`src/sv/bdc_pkg.sv`:
```
// ----------------------------------------------------------------------------
// Business day counter package
// Widths, constants, sequencer states, command struct and the calendar
// helper functions shared by the counter modules.
// ----------------------------------------------------------------------------
package bdc_pkg;

    localparam int DAY_W   = 5;
    localparam int MON_W   = 4;
    localparam int YEAR_W  = 14;
    localparam int COUNT_W = 22;
    localparam int MASK_W  = 7;

    localparam int YY_W    = 15;
    localparam int Q100_W  = 8;
    localparam int MM_W    = 4;
    localparam int MOFF_W  = 9;
    localparam int SER_W   = 23;
    localparam int QUOT_W  = 21;
    localparam int WD_W    = 3;
    localparam int FULL_W  = 24;

    localparam logic [MASK_W-1:0]  MASK_RESET = 7'd96;
    localparam logic [COUNT_W-1:0] COUNT_MAX  = 22'h3FFFFF;

    localparam int WEEK_DAYS     = 7;
    localparam int YEAR_BIAS     = 400;
    localparam int DAYS_PER_YEAR = 365;
    localparam int EPOCH_WD      = 3;

    localparam int D100_MUL   = 5243;
    localparam int D100_SHIFT = 19;
    localparam int D100_P_W   = YY_W + 13;
    localparam int D7_MUL     = 9586981;
    localparam int D7_SHIFT   = 26;
    localparam int D7_P_W     = SER_W + 24;

    typedef enum logic [2:0] {
        ST_IDLE,
        ST_YEAR,
        ST_SERIAL,
        ST_DIFF,
        ST_DIV,
        ST_REM,
        ST_SUM,
        ST_OUT
    } t_state;

    typedef struct packed {
        logic load;
        logic year;
        logic serial;
        logic diff;
        logic div;
        logic rem;
        logic sum;
    } t_dp_cmd;

    // floor(x / 100) for x below 25600
    function automatic logic [Q100_W-1:0] div100(input logic [YY_W-1:0] x);
        logic [D100_P_W-1:0] p;
        p = D100_P_W'(x) * D100_P_W'(D100_MUL);
        return p[D100_SHIFT +: Q100_W];
    endfunction

    // floor(x / 7) for x below 2^23
    function automatic logic [QUOT_W-1:0] div7(input logic [SER_W-1:0] x);
        logic [D7_P_W-1:0] p;
        p = D7_P_W'(x) * D7_P_W'(D7_MUL);
        return p[D7_SHIFT +: QUOT_W];
    endfunction

    // x - 7 * q, where q = floor(x / 7)
    function automatic logic [WD_W-1:0] mod7(input logic [SER_W-1:0] x,
                                             input logic [QUOT_W-1:0] q);
        logic [SER_W-1:0] t;
        t = x - ((SER_W'(q) << 3) - SER_W'(q));
        return t[WD_W-1:0];
    endfunction

    // zero for a month outside 1..12
    function automatic logic [DAY_W-1:0] month_days(input logic [MON_W-1:0] m,
                                                    input logic leap);
        logic [DAY_W-1:0] len;
        case (m)
            4'd1, 4'd3, 4'd5, 4'd7, 4'd8, 4'd10, 4'd12: len = 5'd31;
            4'd4, 4'd6, 4'd9, 4'd11:                    len = 5'd30;
            4'd2:                                       len = leap ? 5'd29 : 5'd28;
            default:                                    len = 5'd0;
        endcase
        return len;
    endfunction

    // days before a month, counted from March
    function automatic logic [MOFF_W-1:0] month_offset(input logic [MM_W-1:0] mm);
        logic [MOFF_W-1:0] off;
        case (mm)
            4'd0:    off = 9'd0;
            4'd1:    off = 9'd31;
            4'd2:    off = 9'd61;
            4'd3:    off = 9'd92;
            4'd4:    off = 9'd122;
            4'd5:    off = 9'd153;
            4'd6:    off = 9'd184;
            4'd7:    off = 9'd214;
            4'd8:    off = 9'd245;
            4'd9:    off = 9'd275;
            4'd10:   off = 9'd306;
            4'd11:   off = 9'd337;
            default: off = 9'd0;
        endcase
        return off;
    endfunction

endpackage

```
`src/sv/bdc_if.sv`:
```
// ----------------------------------------------------------------------------
// Business day counter channels
// Valid/ready channels for date pairs, results and the weekend mask write.
// ----------------------------------------------------------------------------
interface bdc_in_if import bdc_pkg::*; ();
    logic              valid;
    logic              ready;
    logic [DAY_W-1:0]  start_day;
    logic [MON_W-1:0]  start_month;
    logic [YEAR_W-1:0] start_year;
    logic [DAY_W-1:0]  end_day;
    logic [MON_W-1:0]  end_month;
    logic [YEAR_W-1:0] end_year;

    modport source (output valid, start_day, start_month, start_year,
                    end_day, end_month, end_year, input ready);
    modport sink (input valid, start_day, start_month, start_year,
                  end_day, end_month, end_year, output ready);
endinterface

interface bdc_out_if import bdc_pkg::*; ();
    logic               valid;
    logic               ready;
    logic [COUNT_W-1:0] business_days;
    logic               date_invalid;

    modport source (output valid, business_days, date_invalid, input ready);
    modport sink (input valid, business_days, date_invalid, output ready);
endinterface

interface bdc_cfg_if import bdc_pkg::*; ();
    logic              valid;
    logic              ready;
    logic [MASK_W-1:0] weekend_mask;

    modport source (output valid, weekend_mask, input ready);
    modport sink (input valid, weekend_mask, output ready);
endinterface

```
`src/sv/bdc_ctrl.sv`:
```
// ----------------------------------------------------------------------------
// Business day counter sequencer
// Takes one date pair, steps the datapath through its stages and holds the
// result until the transfer on the output side.
// ----------------------------------------------------------------------------
module bdc_ctrl import bdc_pkg::*; (
    input  logic    i_clk,
    input  logic    i_rst_n,
    input  logic    i_in_valid,
    output logic    o_in_ready,
    input  logic    i_out_ready,
    output logic    o_out_valid,
    output t_dp_cmd o_cmd
);

    t_state r_state;
    t_state n_state;

    always_ff @(posedge i_clk) begin
        if (!i_rst_n) begin
            r_state <= ST_IDLE;
        end else begin
            r_state <= n_state;
        end
    end

    always_comb begin
        n_state     = r_state;
        o_in_ready  = 1'b0;
        o_out_valid = 1'b0;
        o_cmd       = '0;
        case (r_state)
            ST_IDLE: begin
                o_in_ready = 1'b1;
                if (i_in_valid) begin
                    o_cmd.load = 1'b1;
                    n_state    = ST_YEAR;
                end
            end
            ST_YEAR: begin
                o_cmd.year = 1'b1;
                n_state    = ST_SERIAL;
            end
            ST_SERIAL: begin
                o_cmd.serial = 1'b1;
                n_state      = ST_DIFF;
            end
            ST_DIFF: begin
                o_cmd.diff = 1'b1;
                n_state    = ST_DIV;
            end
            ST_DIV: begin
                o_cmd.div = 1'b1;
                n_state   = ST_REM;
            end
            ST_REM: begin
                o_cmd.rem = 1'b1;
                n_state   = ST_SUM;
            end
            ST_SUM: begin
                o_cmd.sum = 1'b1;
                n_state   = ST_OUT;
            end
            ST_OUT: begin
                o_out_valid = 1'b1;
                if (i_out_ready) begin
                    n_state = ST_IDLE;
                end
            end
            default: begin
                n_state = ST_IDLE;
            end
        endcase
    end

endmodule

```
`src/sv/bdc_dp.sv`:
```
// ----------------------------------------------------------------------------
// Business day counter datapath
// Day serials of both dates, validity, span length, weekday split and the
// final count, one registered step per sequencer command.
// ----------------------------------------------------------------------------
module bdc_dp import bdc_pkg::*; (
    input  logic             i_clk,
    input  logic             i_rst_n,
    input  t_dp_cmd          i_cmd,
    bdc_in_if.sink           i_in,
    bdc_cfg_if.sink          i_cfg,
    bdc_out_if.source        o_out
);

    logic [MASK_W-1:0]  r_mask;

    logic [DAY_W-1:0]   r_d  [2];
    logic [MON_W-1:0]   r_m  [2];
    logic [YEAR_W-1:0]  r_y  [2];

    logic [YY_W-1:0]    r_yl [2];
    logic [YY_W-1:0]    r_yy [2];
    logic [Q100_W-1:0]  r_ql [2];
    logic [Q100_W-1:0]  r_qy [2];
    logic [MM_W-1:0]    r_mm [2];
    logic [YY_W-1:0]    n_yl [2];
    logic [YY_W-1:0]    n_yy [2];
    logic [MM_W-1:0]    n_mm [2];

    logic [SER_W-1:0]   r_ser [2];
    logic [SER_W-1:0]   n_ser [2];
    logic               r_invalid;
    logic               n_invalid;

    logic [SER_W-1:0]   r_n;
    logic [SER_W-1:0]   r_wsrc;
    logic [QUOT_W-1:0]  r_nq;
    logic [QUOT_W-1:0]  r_wq;
    logic [WD_W-1:0]    r_nr;
    logic [WD_W-1:0]    r_wd;
    logic [FULL_W-1:0]  r_full;
    logic [WD_W-1:0]    n_busy;
    logic [COUNT_W-1:0] r_business_days;
    logic [COUNT_W-1:0] n_business_days;
    logic               r_date_invalid;

    assign i_cfg.ready         = 1'b1;
    assign o_out.business_days = r_business_days;
    assign o_out.date_invalid  = r_date_invalid;

    always_ff @(posedge i_clk) begin
        if (!i_rst_n) begin
            r_mask <= MASK_RESET;
        end else if (i_cfg.valid) begin
            r_mask <= i_cfg.weekend_mask;
        end
    end

    // year split: shifted year, March-based month and the centuries
    always_comb begin
        for (int k = 0; k < 2; k++) begin
            n_yl[k] = YY_W'(r_y[k]) + YY_W'(YEAR_BIAS);
            if (r_m[k] <= MON_W'(2)) begin
                n_yy[k] = n_yl[k] - YY_W'(1);
                n_mm[k] = MM_W'(r_m[k] + MON_W'(9));
            end else begin
                n_yy[k] = n_yl[k];
                n_mm[k] = MM_W'(r_m[k] - MON_W'(3));
            end
        end
    end

    // day serial and date check
    always_comb begin
        logic ok [2];
        logic leap;
        for (int k = 0; k < 2; k++) begin
            if (r_yl[k] == YY_W'(r_ql[k]) * YY_W'(100)) begin
                leap = (r_ql[k][1:0] == 2'd0);
            end else begin
                leap = (r_yl[k][1:0] == 2'd0);
            end
            ok[k]    = (r_d[k] != '0) && (r_d[k] <= month_days(r_m[k], leap));
            n_ser[k] = SER_W'(r_yy[k]) * SER_W'(DAYS_PER_YEAR)
                     + SER_W'(r_yy[k] >> 2)
                     - SER_W'(r_qy[k])
                     + SER_W'(r_qy[k] >> 2)
                     + SER_W'(month_offset(r_mm[k]))
                     + SER_W'(r_d[k]) - SER_W'(1);
        end
        n_invalid = !(ok[0] && ok[1]);
    end

    // business days per full week
    always_comb begin
        n_busy = '0;
        for (int i = 0; i < WEEK_DAYS; i++) begin
            n_busy = n_busy + WD_W'(!r_mask[i]);
        end
    end

    // partial week, saturation and zero count for an invalid date
    always_comb begin
        logic [WD_W:0]     idx;
        logic [WD_W-1:0]   extra;
        logic [FULL_W-1:0] total;
        extra = '0;
        for (int i = 0; i < WEEK_DAYS; i++) begin
            idx = (WD_W+1)'(r_wd) + (WD_W+1)'(i);
            if (idx >= (WD_W+1)'(WEEK_DAYS)) begin
                idx = idx - (WD_W+1)'(WEEK_DAYS);
            end
            if ((WD_W'(i) < r_nr) && !r_mask[idx[WD_W-1:0]]) begin
                extra = extra + WD_W'(1);
            end
        end
        total = r_full + FULL_W'(extra);
        if (r_invalid) begin
            n_business_days = '0;
        end else if (total > FULL_W'(COUNT_MAX)) begin
            n_business_days = COUNT_MAX;
        end else begin
            n_business_days = total[COUNT_W-1:0];
        end
    end

    always_ff @(posedge i_clk) begin
        if (i_cmd.load) begin
            r_d[0] <= i_in.start_day;
            r_m[0] <= i_in.start_month;
            r_y[0] <= i_in.start_year;
            r_d[1] <= i_in.end_day;
            r_m[1] <= i_in.end_month;
            r_y[1] <= i_in.end_year;
        end
        if (i_cmd.year) begin
            for (int k = 0; k < 2; k++) begin
                r_yl[k] <= n_yl[k];
                r_yy[k] <= n_yy[k];
                r_mm[k] <= n_mm[k];
                r_ql[k] <= div100(n_yl[k]);
                r_qy[k] <= div100(n_yy[k]);
            end
        end
        if (i_cmd.serial) begin
            r_ser[0]  <= n_ser[0];
            r_ser[1]  <= n_ser[1];
            r_invalid <= n_invalid;
        end
        if (i_cmd.diff) begin
            r_n    <= (r_ser[0] < r_ser[1]) ? (r_ser[1] - r_ser[0]) : '0;
            r_wsrc <= r_ser[0] + SER_W'(EPOCH_WD);
        end
        if (i_cmd.div) begin
            r_nq <= div7(r_n);
            r_wq <= div7(r_wsrc);
        end
        if (i_cmd.rem) begin
            r_nr   <= mod7(r_n, r_nq);
            r_wd   <= mod7(r_wsrc, r_wq);
            r_full <= FULL_W'(r_nq) * FULL_W'(n_busy);
        end
        if (i_cmd.sum) begin
            r_business_days <= n_business_days;
            r_date_invalid  <= r_invalid;
        end
    end

endmodule

```
`src/sv/business_day_counter.sv`:
```
// ----------------------------------------------------------------------------
// Business day counter
// Counts the non-weekend days from a start date up to, but not including, an end date.
// The date pair is registered, then stepped through the year, serial, diff, div,
// rem and sum steps of the sequencer before the result is valid.
// A new pair is taken once the previous result has been transferred.
// Reset clears the sequencer and sets the weekend mask to Friday and Saturday.
// ----------------------------------------------------------------------------
module business_day_counter import bdc_pkg::*; (
    input  logic      i_clk,
    input  logic      i_rst_n,
    bdc_in_if.sink    i_in,
    bdc_cfg_if.sink   i_cfg,
    bdc_out_if.source o_out
);

    t_dp_cmd cmd;
    logic    in_ready;
    logic    out_valid;

    assign i_in.ready  = in_ready;
    assign o_out.valid = out_valid;

    bdc_ctrl u_ctrl (
        .i_clk       (i_clk),
        .i_rst_n     (i_rst_n),
        .i_in_valid  (i_in.valid),
        .o_in_ready  (in_ready),
        .i_out_ready (o_out.ready),
        .o_out_valid (out_valid),
        .o_cmd       (cmd)
    );

    bdc_dp u_dp (
        .i_clk   (i_clk),
        .i_rst_n (i_rst_n),
        .i_cmd   (cmd),
        .i_in    (i_in),
        .i_cfg   (i_cfg),
        .o_out   (o_out)
    );

endmodule
```
`src/flat_wrapper.sv`:
```
// flat-port wrapper written by rule: the top's interface ports become plain ports
module business_day_counter_flat import bdc_pkg::*;
  (i_clk, i_rst_n, i_in_valid, i_in_start_day, i_in_start_month, i_in_start_year, i_in_end_day, i_in_end_month, i_in_end_year, i_in_ready, i_cfg_valid, i_cfg_weekend_mask, i_cfg_ready, o_out_valid, o_out_business_days, o_out_date_invalid, o_out_ready);
  bdc_in_if i_in_i ();
  bdc_cfg_if i_cfg_i ();
  bdc_out_if o_out_i ();
  input  logic i_clk;
  input  logic i_rst_n;
  input wire logic [$bits(i_in_i.valid)-1:0] i_in_valid;
  input wire logic [$bits(i_in_i.start_day)-1:0] i_in_start_day;
  input wire logic [$bits(i_in_i.start_month)-1:0] i_in_start_month;
  input wire logic [$bits(i_in_i.start_year)-1:0] i_in_start_year;
  input wire logic [$bits(i_in_i.end_day)-1:0] i_in_end_day;
  input wire logic [$bits(i_in_i.end_month)-1:0] i_in_end_month;
  input wire logic [$bits(i_in_i.end_year)-1:0] i_in_end_year;
  output wire logic [$bits(i_in_i.ready)-1:0] i_in_ready;
  input wire logic [$bits(i_cfg_i.valid)-1:0] i_cfg_valid;
  input wire logic [$bits(i_cfg_i.weekend_mask)-1:0] i_cfg_weekend_mask;
  output wire logic [$bits(i_cfg_i.ready)-1:0] i_cfg_ready;
  output wire logic [$bits(o_out_i.valid)-1:0] o_out_valid;
  output wire logic [$bits(o_out_i.business_days)-1:0] o_out_business_days;
  output wire logic [$bits(o_out_i.date_invalid)-1:0] o_out_date_invalid;
  input wire logic [$bits(o_out_i.ready)-1:0] o_out_ready;
  assign i_in_i.valid = i_in_valid;
  assign i_in_i.start_day = i_in_start_day;
  assign i_in_i.start_month = i_in_start_month;
  assign i_in_i.start_year = i_in_start_year;
  assign i_in_i.end_day = i_in_end_day;
  assign i_in_i.end_month = i_in_end_month;
  assign i_in_i.end_year = i_in_end_year;
  assign i_in_ready = i_in_i.ready;
  assign i_cfg_i.valid = i_cfg_valid;
  assign i_cfg_i.weekend_mask = i_cfg_weekend_mask;
  assign i_cfg_ready = i_cfg_i.ready;
  assign o_out_valid = o_out_i.valid;
  assign o_out_business_days = o_out_i.business_days;
  assign o_out_date_invalid = o_out_i.date_invalid;
  assign o_out_i.ready = o_out_ready;
  business_day_counter u_core (.i_clk(i_clk), .i_rst_n(i_rst_n), .i_in(i_in_i), .i_cfg(i_cfg_i), .o_out(o_out_i));
endmodule
```
`config.mk`:
```
export PLATFORM = sky130hd
export DESIGN_NAME = business_day_counter_flat
export DESIGN_NICKNAME = d
export VERILOG_FILES = /design/src/sv/bdc_pkg.sv /design/src/sv/bdc_if.sv /design/src/sv/bdc_ctrl.sv /design/src/sv/bdc_dp.sv /design/src/sv/business_day_counter.sv /design/src/flat_wrapper.sv
export SDC_FILE = /design/constraint.sdc
export NUM_CORES = 2
export LEC_CHECK = 0
export ABC_AREA = 1
export BUFFER_PORTS_ARGS = -buffer_cell sky130_fd_sc_hd__buf_2
export CORE_ASPECT_RATIO = 1.1
export CORE_MARGIN = 3
export CORE_UTILIZATION = 67
export CTS_BUF_LIST = sky130_fd_sc_hd__clkbuf_8
export DETAILED_ROUTE_END_ITERATION = 8
export PLACE_DENSITY = 0.84
export SKIP_CTS_REPAIR_TIMING = 1
export SYNTH_ARGS = -nofsm -noshare
export SYNTH_HDL_FRONTEND = slang
export SYNTH_SLANG_ARGS = --single-unit
```
`constraint.sdc`:
```
create_clock -name i_clk -period 9.5 [get_ports i_clk]
set_input_delay 1.9 -clock i_clk [delete_from_list [all_inputs] [get_ports i_clk]]
set_output_delay 1.9 -clock i_clk [all_outputs]
set_load 0.005 [all_outputs]
```
After elaboration in Yosys (flattened, before gate mapping)

Memory sizes are Yosys's and may differ from the RTL's.
Cells that the tools add are included.

Add/subtract/negate cells: 52
$mul: 11
$lt $le $gt $ge: 27
Eq/ne operators: 35
Muxes and demuxes: 58
Reduce and logical (&&, ||, !) cells: 37

Operator list:

| cell                                                              | count |
|---|---|
| multiplier 15 x 13 -> 27 bit, second input constant               | 4 |
| multiplier 23 x 24 -> 47 bit, second input constant               | 1 |
| adder 23 x 13 -> 23 bit                                           | 2 |
| adder 23 x 5 -> 23 bit                                            | 2 |
| adder 23 x 6 -> 23 bit                                            | 2 |
| adder 23 x 9 -> 23 bit                                            | 2 |
| multiplier 15 x 9 -> 23 bit, second input constant                | 2 |
| subtractor 23 x 1 -> 23 bit, second input constant                | 2 |
| subtractor 23 x 8 -> 23 bit                                       | 2 |
| 2-to-1 mux 3 bit                                                  | 15 |
| == test 4 bit, second input constant                              | 10 |
| == test 4 x 3 -> 1 bit, second input constant                     | 8 |
| adder 14 x 9 -> 15 bit, second input constant                     | 2 |
| == test 15 bit                                                    | 2 |
| 2-to-1 mux 15 bit                                                 | 2 |
| case mux 5 bit (3 select lines)                                   | 2 |
| subtractor 15 x 1 -> 15 bit, second input constant                | 2 |
| multiplier 23 x 24 -> 29 bit, second input constant               | 1 |
| less-than comparator 3 x 4 -> 1 bit, second input constant        | 7 |
| 2-to-1 mux 1 bit                                                  | 28 |
| multiplier 8 x 5 -> 13 bit, second input constant                 | 2 |
| adder 24 x 3 -> 24 bit                                            | 1 |
| greater-or-equal comparator 4 x 3 -> 1 bit, second input constant | 6 |
| > comparator 24 x 22 -> 1 bit, second input constant              | 1 |
| other kinds (40)                                                  | 112 |

Bits in registers: 134
Memory bits (writable): 192
Bits in read-only memories: 288
Input port bits: 58
Output and inout port bits: 26
Word-level logic and storage cells: 243
Memories kept: 11

Memories:

| memory            | depth | bits a word | rd ports | clocked after Yosys merged registers in | write ports | line          | source |
|---|---|---|---|---|---|---|---|
| (name not given)  | 16    | 9           | 1        | 0                                       | 0           | bdc_pkg.sv:97 | `case (mm)` |
| (name not given)  | 16    | 9           | 1        | 0                                       | 0           | bdc_pkg.sv:97 |  |
| u_core.u_dp.r_ser | 2     | 23          | 2        | 0                                       | 2           | bdc_dp.sv:30  | `logic [SER_W-1:0] r_ser [2];` |
| u_core.u_dp.r_yl  | 2     | 15          | 2        | 0                                       | 2           | bdc_dp.sv:21  | `logic [YY_W-1:0] r_yl [2];` |
| u_core.u_dp.r_yy  | 2     | 15          | 2        | 0                                       | 2           | bdc_dp.sv:22  | `logic [YY_W-1:0] r_yy [2];` |
| u_core.u_dp.r_y   | 2     | 14          | 2        | 0                                       | 2           | bdc_dp.sv:19  | `logic [YEAR_W-1:0] r_y [2];` |
| 5 more memories   | --    | --          | --       | --                                      | --          | --            |  |

Longest topological paths before layout

Word-level depth: 22
Depth in mapped cells: 49

Least setup slack after synthesis

Ideal clock, no wire load.

Path kind: flip-flop to flip-flop
Start: mem u_core.u_dp.r_y[1][4], in the netlist u_core.u_dp.r_y[0][18]
End: mem u_core.u_dp.r_qy[1][6], in the netlist u_core.u_dp.r_qy[0][14] (data pin)
Setup time: 258 ps
Arrival time: 6595 ps
Path slack: 2647 ps
Cell stages (with the launch flop): 34
Path buffers: 0
Path through: edfxtp_1 ha_1 nand2_1 inv_1 nor2_1 nand2_1 nand2_1 inv_1 nand2_1 nor2_1 xor2_1 inv_1 ha_1 o21ai_0 nand3_1 xor2_1 inv_1 ha_1 fa_1 fa_1 fa_1 inv_1 fa_1 inv_1 ha_1 nand2_1 nand2_1 a31oi_1 o21ai_0 a21oi_1 o21ai_0 nand2_1 nand3_1 xor2_1

RTL lines:

| item            | line         | source |
|---|---|---|
| start, declared | bdc_dp.sv:19 |  |
| end, declared   | bdc_dp.sv:24 | `logic [Q100_W-1:0] r_qy [2];` |

Worst setup path in the final report

Start: reg u_core.u_dp.r_wd[0]
End: reg u_core.u_dp.r_business_days[0], in the netlist u_core.u_dp.o_out.business_days[0] (data pin)

Word-level cells in the longest chain between the ends: 22
Elaborated cells between the ends (all ways): 71
Classes of those cells: add/sub: 20; order compare: 8; mux: 29; reduce/logical: 14

Ends and longest elaborated chain:

| item                                                                         | line                         | source |
|---|---|---|
| start, declared                                                              | bdc_dp.sv:40                 | `logic [WD_W-1:0] r_wd;` |
| start signal, assigned                                                       | bdc_dp.sv:160                | `r_wd <= mod7(r_wsrc, r_wq);` |
| subtractor 3 bit / greater-or-equal comparator 3 bit (equally long branches) | bdc_dp.sv:111, bdc_dp.sv:110 |  |
| 2-to-1 mux 3 bit                                                             | bdc_dp.sv:110                | `if (idx >= (WD_W+1)'(WEEK_DAYS)) begin` |
| binary-select mux 1 bit (select 3 bit)                                       | bdc_dp.sv:113                | `if ((WD_W'(i) < r_nr) && !r_mask[idx[WD_W-1:0]]) begin` |
| 2-to-1 mux 1 bit (implied by the code)                                       | bdc_dp.sv:113                |  |
| zero test 1 bit                                                              | bdc_dp.sv:113                |  |
| logical AND 1 bit                                                            | bdc_dp.sv:113                |  |
| 2-to-1 mux 1 bit                                                             | bdc_dp.sv:113                |  |
| adder 3 x 1 -> 3 bit                                                         | bdc_dp.sv:114                | `extra = extra + WD_W'(1);` |
| (+6 left out)                                                                | --                           |  |
| 2-to-1 mux 3 bit                                                             | bdc_dp.sv:113                |  |
| adder 3 x 1 -> 3 bit                                                         | bdc_dp.sv:114                |  |
| 2-to-1 mux 3 bit                                                             | bdc_dp.sv:113                |  |
| adder 3 x 1 -> 3 bit                                                         | bdc_dp.sv:114                |  |
| 2-to-1 mux 3 bit (*)                                                         | bdc_dp.sv:113                |  |
| adder 24 x 3 -> 24 bit (*)                                                   | bdc_dp.sv:117                | `total = r_full + FULL_W'(extra);` |
| > comparator 24 x 22 -> 1 bit                                                | bdc_dp.sv:120                | `end else if (total > FULL_W'(COUNT_MAX)) begin` |
| 2-to-1 mux 22 bit (*)                                                        | bdc_dp.sv:120                |  |
| end signal, assigned                                                         | bdc_dp.sv:164                | `r_business_days <= n_business_days;` |
| end, declared                                                                | bdc_dp.sv:43                 | `logic [COUNT_W-1:0] r_business_days;` |

Mark *: on every way between the ends. The rest lies on a longest branch, timed or not. The select of a mux whose other input is x is not followed.
A chain may end at the register's enable or synchronous reset.

==> flow_summary.json <==
{
  "max_slew.worst_pin.slew_ps": 1182,
  "yosysWarnings": 0,
  "io_buffers": 82,
  "syn_nets": 7542,
  "rsz0062_at_grt": "no",
  "multiInputGateArea_um2": 38240,
  "r2r-end": "u_core.u_dp.o_out.business_days[0]",
  "die_w_um": 276.1,
  "fin_nets": 7680,
  "ys_seq_area_share_pct": 18.02,
  "r2r_cells": 44,
  "fmax_mhz": 126.3,
  "layout_commonest_cell": "inv_1",
  "cts_max_level": 2,
  "finalClockSkew_ps": 27.97,
  "cp_max_fo": 15,
  "worstHoldStart": "u_core.u_ctrl.r_state[1]",
  "startpoint_type": "register",
  "setup_viol": 0,
  "drt_iter0_drc": 2098,
  "nFillCells": 5682,
  "setup.worst_path.start": "u_core.u_dp.r_wd[0]",
  "drc_errors": 0,
  "whs_endpoint": "u_core.u_ctrl.r_state[1]",
  "grt_pass1_wl_um": 198300,
  "hpwl_um": 101400,
  "min_path_type": "register to register",
  "insertion_delay_ps": 690,
  "cts_tree": "done",
  "max_slew_margin_pct": 21.10,
  "finalCritPeriodShare_pct": 83.33,
  "slowest_stage": "edfxtp_1",
  "finalMaxSlewViolations": 0,
  "holdPathStages": 2,
  "root_buffer": "clkbuf_8",
  "regArea_um2": 9689,
  "grt_usage_pct": 28.89,
  "crit_top_cell": "nand2_1",
  "rows": 108,
  "max_stage_delay_ps": 680,
  "regToRegStartpoint": "u_core.u_dp.r_wd[0]",
  "syn_inst": 5715,
  "antenna_found_initial": 1,
  "boundaryPins": 84,
  "synth_area_um2": 53770,
  "clk_path_buf_depth": 3,
  "coreArea_um2": 79190,
  "via_per_inst": 5.488,
  "cts_buffers": 56,
  "layout_min_cycle_time_ps": 7916,
  "cap_violations": 0,
  "grt_max_degree": 64,
  "clk_pin_slew_worst_paths_ps": 70,
  "post_drt_wl_per_cell_um": 16.79,
  "ys_ff_latch": 326,
  "r2r_slack_ps": 1580,
  "ys_async_sr_fraction_pct": 0,
  "outcome": "finished clean",
  "finalHoldViolCount": 0,
  "synth_edf_count": 316,
  "routabilityCongestion": 0.9449,
  "ys_types": 62,
  "postSynthAreaPerCell_um2": 9.408,
  "worst_ep_required_time_ps": 9940,
  "setup_tns_ps": 0,
  "area_growth_pct": 5.469,
  "die_h_um": 303.1,
  "endpoint_kind": "register",
  "path_class": "register to register",
  "final_cell_mix": "inv_1 (1,540), ha_1 (1,102), fa_1 (667)",
  "dr.pass1.iters": 5,
  "cts.sinks": 326,
  "gr-total-overflow": 0,
  "ant_nets": 0,
  "num_vias": 38110,
  "grt_pass1_vias": 41090,
  "drive_gt1_share_pct": 4.443,
  "arrival_ps": 8360,
  "synth-main-ff-cell": "edfxtp_1",
  "wl_um": 116600,
  "start_util_pct": 67.90,
  "die_area_um2": 83690
}
critical path: cells and delay by family, from the launching register on:
family                   cells  cell delay [ps]
AND/OR/NAND/NOR             26             2860
adder cells (fa/ha/maj)      6             1880
AO/OA/AOI/OAI                5             1030
flip-flops                   1              680
buffers and inverters        6              620
XOR/XNOR                     1              610
cell families after synthesis:
group,synth area share (%)
AO/OA/AOI/OAI,6.427
XOR/XNOR,4.605
adder cells (fa/ha/maj),50.48
buffers and inverters,10.93
flip-flops,18.02
other,0.006975
AND/OR/NAND/NOR,9.529
state kept, by name, indices dropped and copies added, names as in the netlist:
signal and cells:
u_core.u_dp.r_ser 46, u_core.u_dp.r_yl 30, u_core.u_dp.r_yy 30, u_core.u_dp.r_y 28, u_core.u_dp.r_full 24, u_core.u_dp.r_n 23
u_core.u_dp.r_wsrc 23, u_core.u_dp.o_out.business_days 22, u_core.u_dp.r_nq 21, u_core.u_dp.r_ql 16, u_core.u_dp.r_qy 16, u_core.u_dp.r_d 10
u_core.u_dp.r_m 8, u_core.u_dp.r_mm 8, u_core.u_dp.r_mask 7, u_core.u_ctrl.r_state 3, u_core.u_dp.r_nr 3, u_core.u_dp.r_wd 3
u_core.u_dp.r_wq 3, u_core.u_dp.o_out.date_invalid 1, u_core.u_dp.r_invalid 1
final cells by class:
| cell class | count | area share (%) |
|---|---|---|
| Tap cell | 1045 | 2.306 |
| Clock buffer | 57 | 1.383 |
| Timing Repair Buffer | 93 | 0.8693 |
| Multi-Input combinational cell | 3830 | 67.44 |
| Clock inverter | 45 | 0.6774 |
| Inverter | 1546 | 10.23 |
| Sequential cell | 326 | 17.09 |
| Antenna cell | 1 | 0.004413 |
Yosys cell counts, types with 18 or more instances:
cell type,number,share of area (%)
xnor2_1,99,1.6
o21ai_0,168,1.6
edfxtp_1,316,18
nor3_1,52,0.48
a21oi_1,290,2.7
xor2_1,180,2.9
ha_1,1102,26
fa_1,667,25
o21ai_1,18,0.17
inv_1,1528,11
nand4_1,56,0.65
nand3_1,132,1.2
nor2_1,218,1.5
nand2_1,610,4.3
a31oi_1,29,0.34
how the worst max path moves through the flow:
stage and to:
2_1_floorplan u_core.u_dp.r_qy[0][14], 3_3_place_gp u_core.u_dp.r_qy[0][12], 3_5_place_dp u_core.u_dp.r_qy[0][12], 4_1_cts u_core.u_dp.r_qy[0][12], 5_1_grt u_core.u_dp.o_out.business_days[0], 6_report u_core.u_dp.o_out.business_days[0]
through the flow:
step / worst slack, ps / hold slack, ps / utilization, % / std cells / area, um2
after floorplan: 2647 / 450.5 / - / 5715 / 53770
after global placement: 1905 / 534.1 / 70.13 / 6840 / 55540
after detailed placement: 1681 / 553.3 / 70.13 / 6840 / 55540
after CTS: 1604 / 564.2 / 71.61 / 6942 / 56700
after global routing: 704.0 / 603.3 / 71.61 / 6943 / 56710
final: 1584 / 560.8 / 71.61 / 6943 / 56710
metal layers:
layer / up-vias / global-route usage (%) / part of all wire (%)
met5: - / 0 / 0
met4: 0 / 10.80 / 4.0
met3: 309 / 3.253 / 4.5
met2: 945 / 52.61 / 51
met1: 18430 / 35.52 / 41
li1: 18430 / - / -
Power is not shown: default switching activity piles up to over one toggle a cycle in this logic, so the estimate is an artifact.
